$ cat src/design/fbpa_pkg.sv
// Shared types and codes for the fixed block pool allocator.
package fbpa_pkg;

  localparam int ADDR_W    = 32;
  localparam int SIZE_W    = 21;
  localparam int OP_W      = 2;
  localparam int STATUS_W  = 2;
  localparam int COUNT_W   = 7;
  localparam int CFG_IDX_W = 1;
  localparam int CFG_W     = 32;

  // Bitmap words: 32 blocks per RAM word.
  localparam int WORD_W    = 32;
  localparam int WBIT_W    = 5;

  localparam logic [OP_W-1:0] OP_ALLOC   = 2'd0;
  localparam logic [OP_W-1:0] OP_RELEASE = 2'd1;
  localparam logic [OP_W-1:0] OP_QUERY   = 2'd2;

  localparam logic [STATUS_W-1:0] ST_OK        = 2'd0;
  localparam logic [STATUS_W-1:0] ST_EXHAUSTED = 2'd1;
  localparam logic [STATUS_W-1:0] ST_OUTSIDE   = 2'd2;

  localparam logic [CFG_IDX_W-1:0] CFG_BASE = 1'd0;
  localparam logic [CFG_IDX_W-1:0] CFG_SIZE = 1'd1;

  localparam logic [SIZE_W-1:0] SIZE_RESET = 21'd1024;

  typedef struct packed {
    logic [OP_W-1:0]   operation;
    logic [ADDR_W-1:0] address;
  } item_t;

  typedef struct packed {
    logic [ADDR_W-1:0]   block_address;
    logic [STATUS_W-1:0] status;
    logic                owned;
    logic [COUNT_W-1:0]  in_use_count;
  } result_t;

endpackage

$ cat src/design/fbpa_ram.sv
// Generic single-port-write, single-port-read RAM with registered read data.
module fbpa_ram #(
  parameter int WIDTH = 32,
  parameter int DEPTH = 2
) (
  input  logic                                    clk_i,
  input  logic                                    we_i,
  input  logic [(DEPTH > 1 ? $clog2(DEPTH) : 1)-1:0] waddr_i,
  input  logic [WIDTH-1:0]                        wdata_i,
  input  logic [(DEPTH > 1 ? $clog2(DEPTH) : 1)-1:0] raddr_i,
  output logic [WIDTH-1:0]                        rdata_o
);

  logic [WIDTH-1:0] mem_q [DEPTH];

  always_ff @(posedge clk_i) begin
    if (we_i) begin
      mem_q[waddr_i] <= wdata_i;
    end
    rdata_o <= mem_q[raddr_i];
  end

endmodule

$ cat src/design/fixed_block_pool_allocator_core.sv
// Fixed-size block pool allocator: bitmap in RAM, sequencer, release divider.
// Unused op codes go straight to the result. Query and release first check ownership;
// an owned release then finds the block by restoring division over QW quotient bits (QW
// bitmap index bits, 6 at 64 blocks) and clears its bit. Allocate scans word by word.
// One item at a time; busy is low again in the cycle done_o pulses, so the next
// item may start there. Results cannot be stalled. Reset clears the pool at once
// through per-word valid bits; no clearing pass. base 0, block size 1024.
module fixed_block_pool_allocator_core #(
  parameter int NUM_BLOCKS = 64
) (
  input  logic                                clk_i,
  input  logic                                rst_ni,
  input  logic                                start,
  output logic                                busy,
  input  fbpa_pkg::item_t                     item_i,
  output logic                                done_o,
  output fbpa_pkg::result_t                   result_o,
  input  logic                                cfg_we_i,
  input  logic [fbpa_pkg::CFG_IDX_W-1:0]      cfg_idx_i,
  input  logic [fbpa_pkg::CFG_W-1:0]          cfg_wdata_i
);
  import fbpa_pkg::*;

  // Bitmap geometry: word index over NWORDS words, block index = {word, bit}.
  localparam int NWORDS  = (NUM_BLOCKS + WORD_W - 1) / WORD_W;
  localparam int WA_W    = (NWORDS > 1) ? $clog2(NWORDS) : 1;
  localparam int QW      = WA_W + WBIT_W;
  localparam int BC_W    = $clog2(NUM_BLOCKS + 1);
  localparam int SPAN_W  = SIZE_W + BC_W;
  localparam int SCMP_W  = (SPAN_W > ADDR_W) ? SPAN_W : ADDR_W;
  localparam int DSH_W   = SIZE_W + QW;
  localparam int DCMP_W  = (DSH_W > ADDR_W) ? DSH_W : ADDR_W;
  localparam int STEP_W  = $clog2(QW + 1);
  localparam int PROD_W  = QW + SIZE_W;

  localparam logic [3:0] S_IDLE     = 4'd0;
  localparam logic [3:0] S_CHECK    = 4'd1;
  localparam logic [3:0] S_OWN      = 4'd2;
  localparam logic [3:0] S_DIV      = 4'd3;
  localparam logic [3:0] S_RD       = 4'd4;
  localparam logic [3:0] S_MOD      = 4'd5;
  localparam logic [3:0] S_SCAN_RD  = 4'd6;
  localparam logic [3:0] S_SCAN_CHK = 4'd7;
  localparam logic [3:0] S_MUL      = 4'd8;
  localparam logic [3:0] S_OUT      = 4'd9;

  logic [3:0]          state_q, state_d;
  logic [ADDR_W-1:0]   base_q;
  logic [SIZE_W-1:0]   size_q;
  logic [OP_W-1:0]     op_q;
  logic [ADDR_W-1:0]   addr_q;
  logic [ADDR_W-1:0]   off_q;
  logic                below_q;
  logic [SPAN_W-1:0]   span_q;
  logic [ADDR_W-1:0]   rem_q;
  logic [DSH_W-1:0]    dsh_q;
  logic [QW-1:0]       quo_q;
  logic [STEP_W-1:0]   step_q;
  logic [WA_W-1:0]     word_q;
  logic [WBIT_W-1:0]   bit_q;
  logic [ADDR_W-1:0]   prod_q;
  logic                found_q;
  logic [STATUS_W-1:0] status_q;
  logic                owned_q;
  logic [BC_W-1:0]     count_q;
  logic [NWORDS-1:0]   wvalid_q;
  logic                done_q;
  result_t             res_q;

  logic [SIZE_W-1:0]   eff_size;
  logic                accept;
  logic                own;
  logic                div_ge;
  logic [WA_W-1:0]     raddr;
  logic [WORD_W-1:0]   rdata;
  logic [WORD_W-1:0]   word_eff;
  logic [WORD_W-1:0]   pad;
  logic [WORD_W-1:0]   avail;
  logic [WBIT_W-1:0]   free_bit;
  logic                ram_we;
  logic [WORD_W-1:0]   ram_wdata;
  logic                last_word;

  // A block size of zero behaves as one.
  assign eff_size = (size_q == '0) ? SIZE_W'(1) : size_q;
  assign accept   = start && !busy;
  assign busy     = (state_q != S_IDLE);

  assign own    = !below_q && (SCMP_W'(off_q) < SCMP_W'(span_q));
  assign div_ge = DCMP_W'(rem_q) >= DCMP_W'(dsh_q);

  // Release reads the word of the quotient; the scan walks word_q.
  assign raddr = (state_q == S_RD) ? quo_q[QW-1:WBIT_W] : word_q;

  // Words never written since reset read as all free.
  assign word_eff  = wvalid_q[word_q] ? rdata : '0;
  assign last_word = (word_q == WA_W'(NWORDS - 1));

  // Bits past the last block count as used so the scan never picks them.
  always_comb begin
    for (int b = 0; b < WORD_W; b++) begin
      pad[b] = ({1'b0, word_q, WBIT_W'(b)} >= (QW + 1)'(NUM_BLOCKS));
    end
  end

  assign avail = ~(word_eff | pad);

  always_comb begin
    free_bit = '0;
    for (int b = WORD_W - 1; b >= 0; b--) begin
      if (avail[b]) begin
        free_bit = WBIT_W'(b);
      end
    end
  end

  // Read-modify-write of one bitmap word.
  always_comb begin
    ram_we    = 1'b0;
    ram_wdata = word_eff;
    if (state_q == S_SCAN_CHK && |avail) begin
      ram_we              = 1'b1;
      ram_wdata[free_bit] = 1'b1;
    end else if (state_q == S_MOD && word_eff[bit_q]) begin
      ram_we           = 1'b1;
      ram_wdata[bit_q] = 1'b0;
    end
  end

  fbpa_ram #(
    .WIDTH (WORD_W),
    .DEPTH (NWORDS)
  ) u_map_ram (
    .clk_i   (clk_i),
    .we_i    (ram_we),
    .waddr_i (word_q),
    .wdata_i (ram_wdata),
    .raddr_i (raddr),
    .rdata_o (rdata)
  );

  // Sequencer.
  always_comb begin
    state_d = state_q;
    case (state_q)
      S_IDLE: begin
        if (accept) begin
          case (item_i.operation)
            OP_ALLOC:   state_d = S_SCAN_RD;
            OP_RELEASE: state_d = S_CHECK;
            OP_QUERY:   state_d = S_CHECK;
            default:    state_d = S_OUT;
          endcase
        end
      end
      S_CHECK:    state_d = S_OWN;
      S_OWN:      state_d = (op_q == OP_RELEASE && own) ? S_DIV : S_OUT;
      S_DIV:      state_d = (step_q == STEP_W'(1)) ? S_RD : S_DIV;
      S_RD:       state_d = S_MOD;
      S_MOD:      state_d = S_OUT;
      S_SCAN_RD:  state_d = S_SCAN_CHK;
      S_SCAN_CHK: begin
        if (|avail) begin
          state_d = S_MUL;
        end else if (last_word) begin
          state_d = S_OUT;
        end else begin
          state_d = S_SCAN_RD;
        end
      end
      S_MUL:      state_d = S_OUT;
      S_OUT:      state_d = S_IDLE;
      default:    state_d = S_IDLE;
    endcase
  end

  // Control state and configuration.
  always_ff @(posedge clk_i or negedge rst_ni) begin
    if (!rst_ni) begin
      state_q  <= S_IDLE;
      base_q   <= '0;
      size_q   <= SIZE_RESET;
      count_q  <= '0;
      wvalid_q <= '0;
      done_q   <= 1'b0;
    end else begin
      state_q <= state_d;
      done_q  <= (state_q == S_OUT);
      if (cfg_we_i) begin
        case (cfg_idx_i)
          CFG_BASE: base_q <= cfg_wdata_i[ADDR_W-1:0];
          CFG_SIZE: size_q <= cfg_wdata_i[SIZE_W-1:0];
          default:  ;
        endcase
      end
      if (ram_we) begin
        wvalid_q[word_q] <= 1'b1;
        if (state_q == S_SCAN_CHK) begin
          count_q <= count_q + BC_W'(1);
        end else begin
          count_q <= count_q - BC_W'(1);
        end
      end
    end
  end

  // Datapath.
  always_ff @(posedge clk_i) begin
    case (state_q)
      S_IDLE: begin
        op_q     <= item_i.operation;
        addr_q   <= item_i.address;
        status_q <= ST_OK;
        owned_q  <= 1'b0;
        found_q  <= 1'b0;
        word_q   <= '0;
      end
      S_CHECK: begin
        below_q <= addr_q < base_q;
        off_q   <= addr_q - base_q;
        span_q  <= SPAN_W'(NUM_BLOCKS) * SPAN_W'(eff_size);
      end
      S_OWN: begin
        owned_q <= own;
        if (op_q == OP_RELEASE && !own) begin
          status_q <= ST_OUTSIDE;
        end
        rem_q  <= off_q;
        dsh_q  <= DSH_W'(eff_size) << (QW - 1);
        step_q <= STEP_W'(QW);
      end
      S_DIV: begin
        // Restoring division, one quotient bit per cycle.
        if (div_ge) begin
          rem_q <= ADDR_W'(DCMP_W'(rem_q) - DCMP_W'(dsh_q));
        end
        quo_q  <= {quo_q[QW-2:0], div_ge};
        dsh_q  <= dsh_q >> 1;
        step_q <= step_q - STEP_W'(1);
      end
      S_RD: begin
        word_q <= quo_q[QW-1:WBIT_W];
        bit_q  <= quo_q[WBIT_W-1:0];
      end
      S_SCAN_CHK: begin
        if (|avail) begin
          found_q <= 1'b1;
          bit_q   <= free_bit;
        end else if (last_word) begin
          status_q <= ST_EXHAUSTED;
        end else begin
          word_q <= word_q + WA_W'(1);
        end
      end
      S_MUL: begin
        prod_q <= ADDR_W'(PROD_W'({word_q, bit_q}) * PROD_W'(eff_size));
      end
      S_OUT: begin
        res_q.block_address <= found_q ? (base_q + prod_q) : '0;
        res_q.status        <= status_q;
        res_q.owned         <= owned_q;
        res_q.in_use_count  <= COUNT_W'(count_q);
      end
      default: ;
    endcase
  end

  assign done_o   = done_q;
  assign result_o = res_q;

endmodule

$ cat config.mk
export PLATFORM = sky130hd
export DESIGN_NAME = fixed_block_pool_allocator_core
export DESIGN_NICKNAME = d
export VERILOG_FILES = /design/src/design/fbpa_pkg.sv /design/src/design/fbpa_ram.sv /design/src/design/fixed_block_pool_allocator_core.sv
export SDC_FILE = /design/constraint.sdc
export NUM_CORES = 1
export LEC_CHECK = 0
export ABC_CLOCK_PERIOD_IN_PS = 6000
export BUFFER_PORTS_ARGS = -buffer_cell sky130_fd_sc_hd__buf_2
export CORE_ASPECT_RATIO = 0.75
export CORE_MARGIN = 10
export CORE_UTILIZATION = 46
export DETAILED_ROUTE_END_ITERATION = 8
export GPL_TIMING_DRIVEN = 1
export SYNTH_ARGS = -nofsm -noshare
export SYNTH_HDL_FRONTEND = slang
export SYNTH_SLANG_ARGS = --single-unit
$ cat constraint.sdc
create_clock -name clk_i -period 6 [get_ports clk_i]
set_input_delay 0.3 -clock clk_i [delete_from_list [all_inputs] [get_ports clk_i]]
set_output_delay 0.3 -clock clk_i [all_outputs]
set_load 0.005 [all_outputs]
==> impl_results.rst <==
.. list-table::
   :header-rows: 1

   * - Metric
     - Value
   * - Synthesis Warnings
     - 0
   * - Post-Place Cell Area
     - between 20000 and 30000 µm²
   * - Worst hold path type
     - input port to flop
   * - R2R cell count
     - 18
   * - Worst path slowest cell
     - fa_1
   * - Setup repair after global routing missed its margin
     - no
   * - Instance count after placement with tap cells included
     - 2944
   * - Clock Latency Late Sink
     - 0.59 ns
   * - Cell area after technology mapping
     - 23800 µm²
   * - Total clock sinks
     - 397
   * - Layout Utilization
     - 52.9%
   * - Worst ir drop on vdd
     - 369 µV
   * - Per-cell routed wire length
     - 20.4 µm
   * - Cell type contributing the most total cell area after synthesis
     - edfxtp_1
   * - Clock tree from TritonCTS
     - yes
   * - Final setup violation count
     - 0
   * - Worst Tran Pin Value
     - 1.04 ns
   * - Required time at the endpoint of the critical path
     - about 6.3 ns
   * - Worst hold start
     - cfg_wdata_i[1]
   * - Area of combinational cells with multiple inputs
     - around 11000 µm²
   * - Register area share after synthesis
     - 47.3%
   * - Count of non-filler cells in the finished layout
     - 3081
   * - Total number of vias
     - ~17000
   * - Total number of H-tree levels
     - 2
   * - Synth area leaders
     - edfxtp_1 (38%), ha_1 (7.7%), dfrtp_1 (6.9%), fa_1 (6.8%), nand2_1 (4.7%)
   * - Vias per std cell
     - 5.63
   * - Post-layout instance area
     - 27200 µm²
   * - Capturing element type of the critical path
     - flop
   * - Number of buffer and inverter instances along the worst setup path
     - 1
   * - Worst clock skew on the final layout
     - 0.0246 ns
   * - Post-detailed-route count of antenna-violating nets
     - 0
   * - Portion of synthesized cell area occupied by the leading cell type
     - roughly 38%
   * - Element type at the critical path start
     - flop
   * - Core Region
     - 51300 µm²
   * - #FFs+latches synth
     - 397
   * - Data arrival at the endpoint of the critical path
     - around 6 ns
   * - Crit path max fanout
     - 10
   * - Total grt overflow
     - 0
   * - Top post-synthesis cells by count
     - edfxtp_1 (298), nand2_1 (296), inv_1 (198)
   * - Count of distinct cell types in the synthesized netlist
     - between 90 and 100
   * - Cell chain of the critical path
     - nor4_1 > and3_1 > a31o_2 > nand2_1 > fa_1 > fa_1 > fa_1 > inv_1 > ha_1 > a211oi_1 > o21ai_0 > a21oi_1 > o21bai_1 > a31oi_1 > o211ai_1 > a31o_2 > a21oi_1 > xnor2_1
   * - Critical path's most frequent cell
     - fa_1
   * - Number of max-slew violations in the final report
     - 0
   * - Post-Synthesis Net Count
     - 2539
   * - Hold Path Stages
     - 3
   * - Register clock-pin slew on the reported worst setup and hold paths
     - 0.07 ns
   * - Final Cycle Share
     - 94.4%
   * - Setup TNS
     - 0 ns
   * - Length of the first detailed-routing pass in iterations
     - 5
   * - Ratio of cells with drive above 1 in the final layout
     - 13.5%
   * - Cell family with the largest share of critical-path delay
     - compound AO/OA/AOI/OAI gates
   * - Cells after synthesis
     - between 2000 and 2500
   * - DIE AREA
     - 61400 µm²
   * - Setup Crit Path Kind
     - flop to flop
   * - Area taken by flip-flops and latches
     - 11300 µm²
   * - Stage delay of the slowest cell on the critical path
     - 0.55 ns
   * - First-iteration detailed-routing DRC count
     - between 1000 and 1500
   * - Post-synthesis async set-or-reset flop share
     - between 10% and 20%
   * - Area growth syn-to-layout
     - 14.2%
   * - Chip Width
     - about 280 µm
   * - Most repeated cell in the gate-level netlist after synthesis
     - edfxtp_1
   * - Num CTS Buffers
     - between 40 and 50
   * - Maximum clock rate
     - 177 MHz
   * - Leakage component of the power
     - about 0.011 µW
   * - Floorplan die height
     - approximately 220 µm
   * - Setup slack on the worst flop-to-flop path
     - 0.34 ns
   * - Gr usage total
     - 20.5%
   * - Number of I/O pins
     - 115
   * - Number of inserted filler cells in the final layout
     - 4571
   * - Final routed DRC violation total
     - 0
   * - End of the worst register-to-register path
     - prod_q[25]
   * - Initial antenna violation count
     - 1
   * - Post-DP HPWL
     - 46900 µm
   * - Startpoint of the worst-slack reg-to-reg timing path
     - size_q[14]
   * - Global placement routability congestion
     - 0.879
   * - Maximum number of pins on one net before global-route repair
     - 55
   * - Top FF cell, synth
     - edfxtp_1
   * - Maximum root-to-sink buffer count
     - 3
   * - Power Density
     - 559 nW/µm²
   * - Post-detailed-routing wire length
     - 63000 µm
   * - Root buf cell
     - clkbuf_16
   * - Number of nets in the layout
     - 2677
   * - Effective utilization at floorplan
     - between 40% and 50%
   * - Max capacitance violation total
     - 0
   * - Number of global-route vias before repair
     - 17583
   * - Worst Hold End
     - base_q[1]
   * - Number of enable-type register cells in the synthesized netlist
     - 298
   * - Postcts setup bufs
     - 0
   * - First-pass GRT wire length
     - 99100 µm
   * - Number of placement rows
     - 72
   * - Headroom to the max-slew limit
     - 30.3%
   * - Port Buffer Count
     - around 110
   * - Post-synthesis average cell area
     - between 10 and 15 µm²
   * - Final number of hold-violating endpoints
     - 0
   * - Run status
     - finished clean
   * - Clock period minus worst slack
     - approximately 5.7 ns
## worst reg2reg max path: stages (launching register included)
cell      delay [ns]
dfrtp_1         0.49
nor4_1          0.30
and3_1          0.26
a31o_2          0.27
nand2_1         0.11
fa_1            0.54
fa_1            0.52
fa_1            0.55
inv_1           0.04
ha_1            0.36
a211oi_1        0.34
o21ai_0         0.17
a21oi_1         0.26
o21bai_1        0.14
a31oi_1         0.38
o211ai_1        0.19
a31o_2          0.26
a21oi_1         0.17
xnor2_1         0.08
## what timing repair did
| item | CTS | global route |
|---|---|---|
| gates resized for setup | 0 | 2 |
| setup endpoints to repair | 0 | 2 |
| hold buffers | 55 | 0 |
| hold endpoints to repair | 78 | 0 |
## area by class of cell
class	instances	area share, %
multi-input cells	1539	42.0
clock inverters	24	1.34
repair buffers	196	4.88
well taps	666	3.06
inverters	201	2.77
clock buffers	56	4.44
flip-flops and latches	397	41.4
diodes	2	0.0184
## routing by layer
layer  global-route usage [%]  routed length [µm]
met3                     4.11                4020
met4                     7.19                2080
met2                     32.4               28400
met1                     27.8               28500
met5                        0                   0
## how the worst max path moves through the flow
stage,startpoint,to,slack (ns),cells after the start
after floorplan,size_q[16],prod_q[26],1.01,19
after global placement,size_q[8],prod_q[26],0.32,18
after detailed placement,size_q[8],prod_q[26],0.28,18
after CTS,size_q[8],prod_q[26],0.24,18
after global routing,size_q[8],prod_q[26],0.03,18
final,size_q[14],prod_q[25],0.34,18
## where the power goes
group | leakage [µW] | internal (µW) | switching, µW
Sequential | 0.00386 | 4270 | 543
Clock | 0.000760 | 1780 | 1190
Combinational | 0.00669 | 3050 | 4370
## cell families (layout without fill, tap and decap cells)
group | after synthesis | in the layout | share of synthesized area [%]
adders and majority gates | 228 | 228 | 14.5
other | 0 | 2 | 0
xor gates and xnor gates | 98 | 98 | 3.60
DFF | 397 | 397 | 47.3
and+or+nand+nor | 662 | 662 | 12.9
AOI/OAI and AO/OA | 484 | 484 | 13.3
muxes | 67 | 67 | 3.49
buffers and inverters | 304 | 477 | 4.91
## registers in the layout (all words and copies together) (netlist names), 4 cells and up
| name | count |
|---|---|
| addr_q | 32 |
| size_q | 21 |
| result_o | 42 |
| state_q | 4 |
| count_q | 7 |
| u_map_ram.mem_q | 64 |
| dsh_q | 26 |
| bit_q | 5 |
| base_q | 32 |
| prod_q | 27 |
| rem_q | 32 |
| span_q | 21 |
| off_q | 32 |
| quo_q | 6 |
| u_map_ram.rdata_o | 32 |
## layout by cell type, fill, tap and decap left out, types with 7 or more instances in the layout
| cell | n |
|---|---|
| xor2_1 | 36 |
| and2_1 | 28 |
| or3_1 | 17 |
| edfxtp_1 | 298 |
| nand2_1 | 294 |
| o21a_1 | 27 |
| dlygate4sd3_1 | 55 |
| a21oi_1 | 82 |
| dfxtp_1 | 32 |
| nand3_1 | 39 |
| nor3_1 | 36 |
| clkbuf_16 | 44 |
| xnor2_1 | 62 |
| buf_2 | 113 |
| buf_4 | 28 |
| o21ai_0 | 160 |
| o211ai_1 | 24 |
| nor2b_1 | 19 |
| nor4_1 | 10 |
| a21o_1 | 40 |
| mux2_2 | 55 |
| nand4_1 | 16 |
| ha_1 | 147 |
| dfrtp_1 | 66 |
| a31oi_1 | 15 |
| fa_1 | 81 |
| nor2_1 | 122 |
| o31a_1 | 7 |
| and3_1 | 16 |
| bufinv_16 | 8 |
| inv_1 | 198 |
| mux4_2 | 7 |
| nand2b_1 | 23 |
| o21bai_1 | 19 |
| a211oi_1 | 17 |
| a32o_1 | 11 |
| o21ai_1 | 7 |
## stage by stage
step | hold WS, ns | setup slack [ns] | power [µW]
after floorplan | 0.00441 | 1.01 | 10300
after global placement | 0.235 | 0.320 | 12100
after detailed placement | 0.239 | 0.281 | 12200
after CTS | 0.00160 | 0.243 | 15300
after global routing | 0.0320 | 0.0318 | 16400
final | 0.0222 | 0.336 | 15200
(Power assumes the default switching activity.)
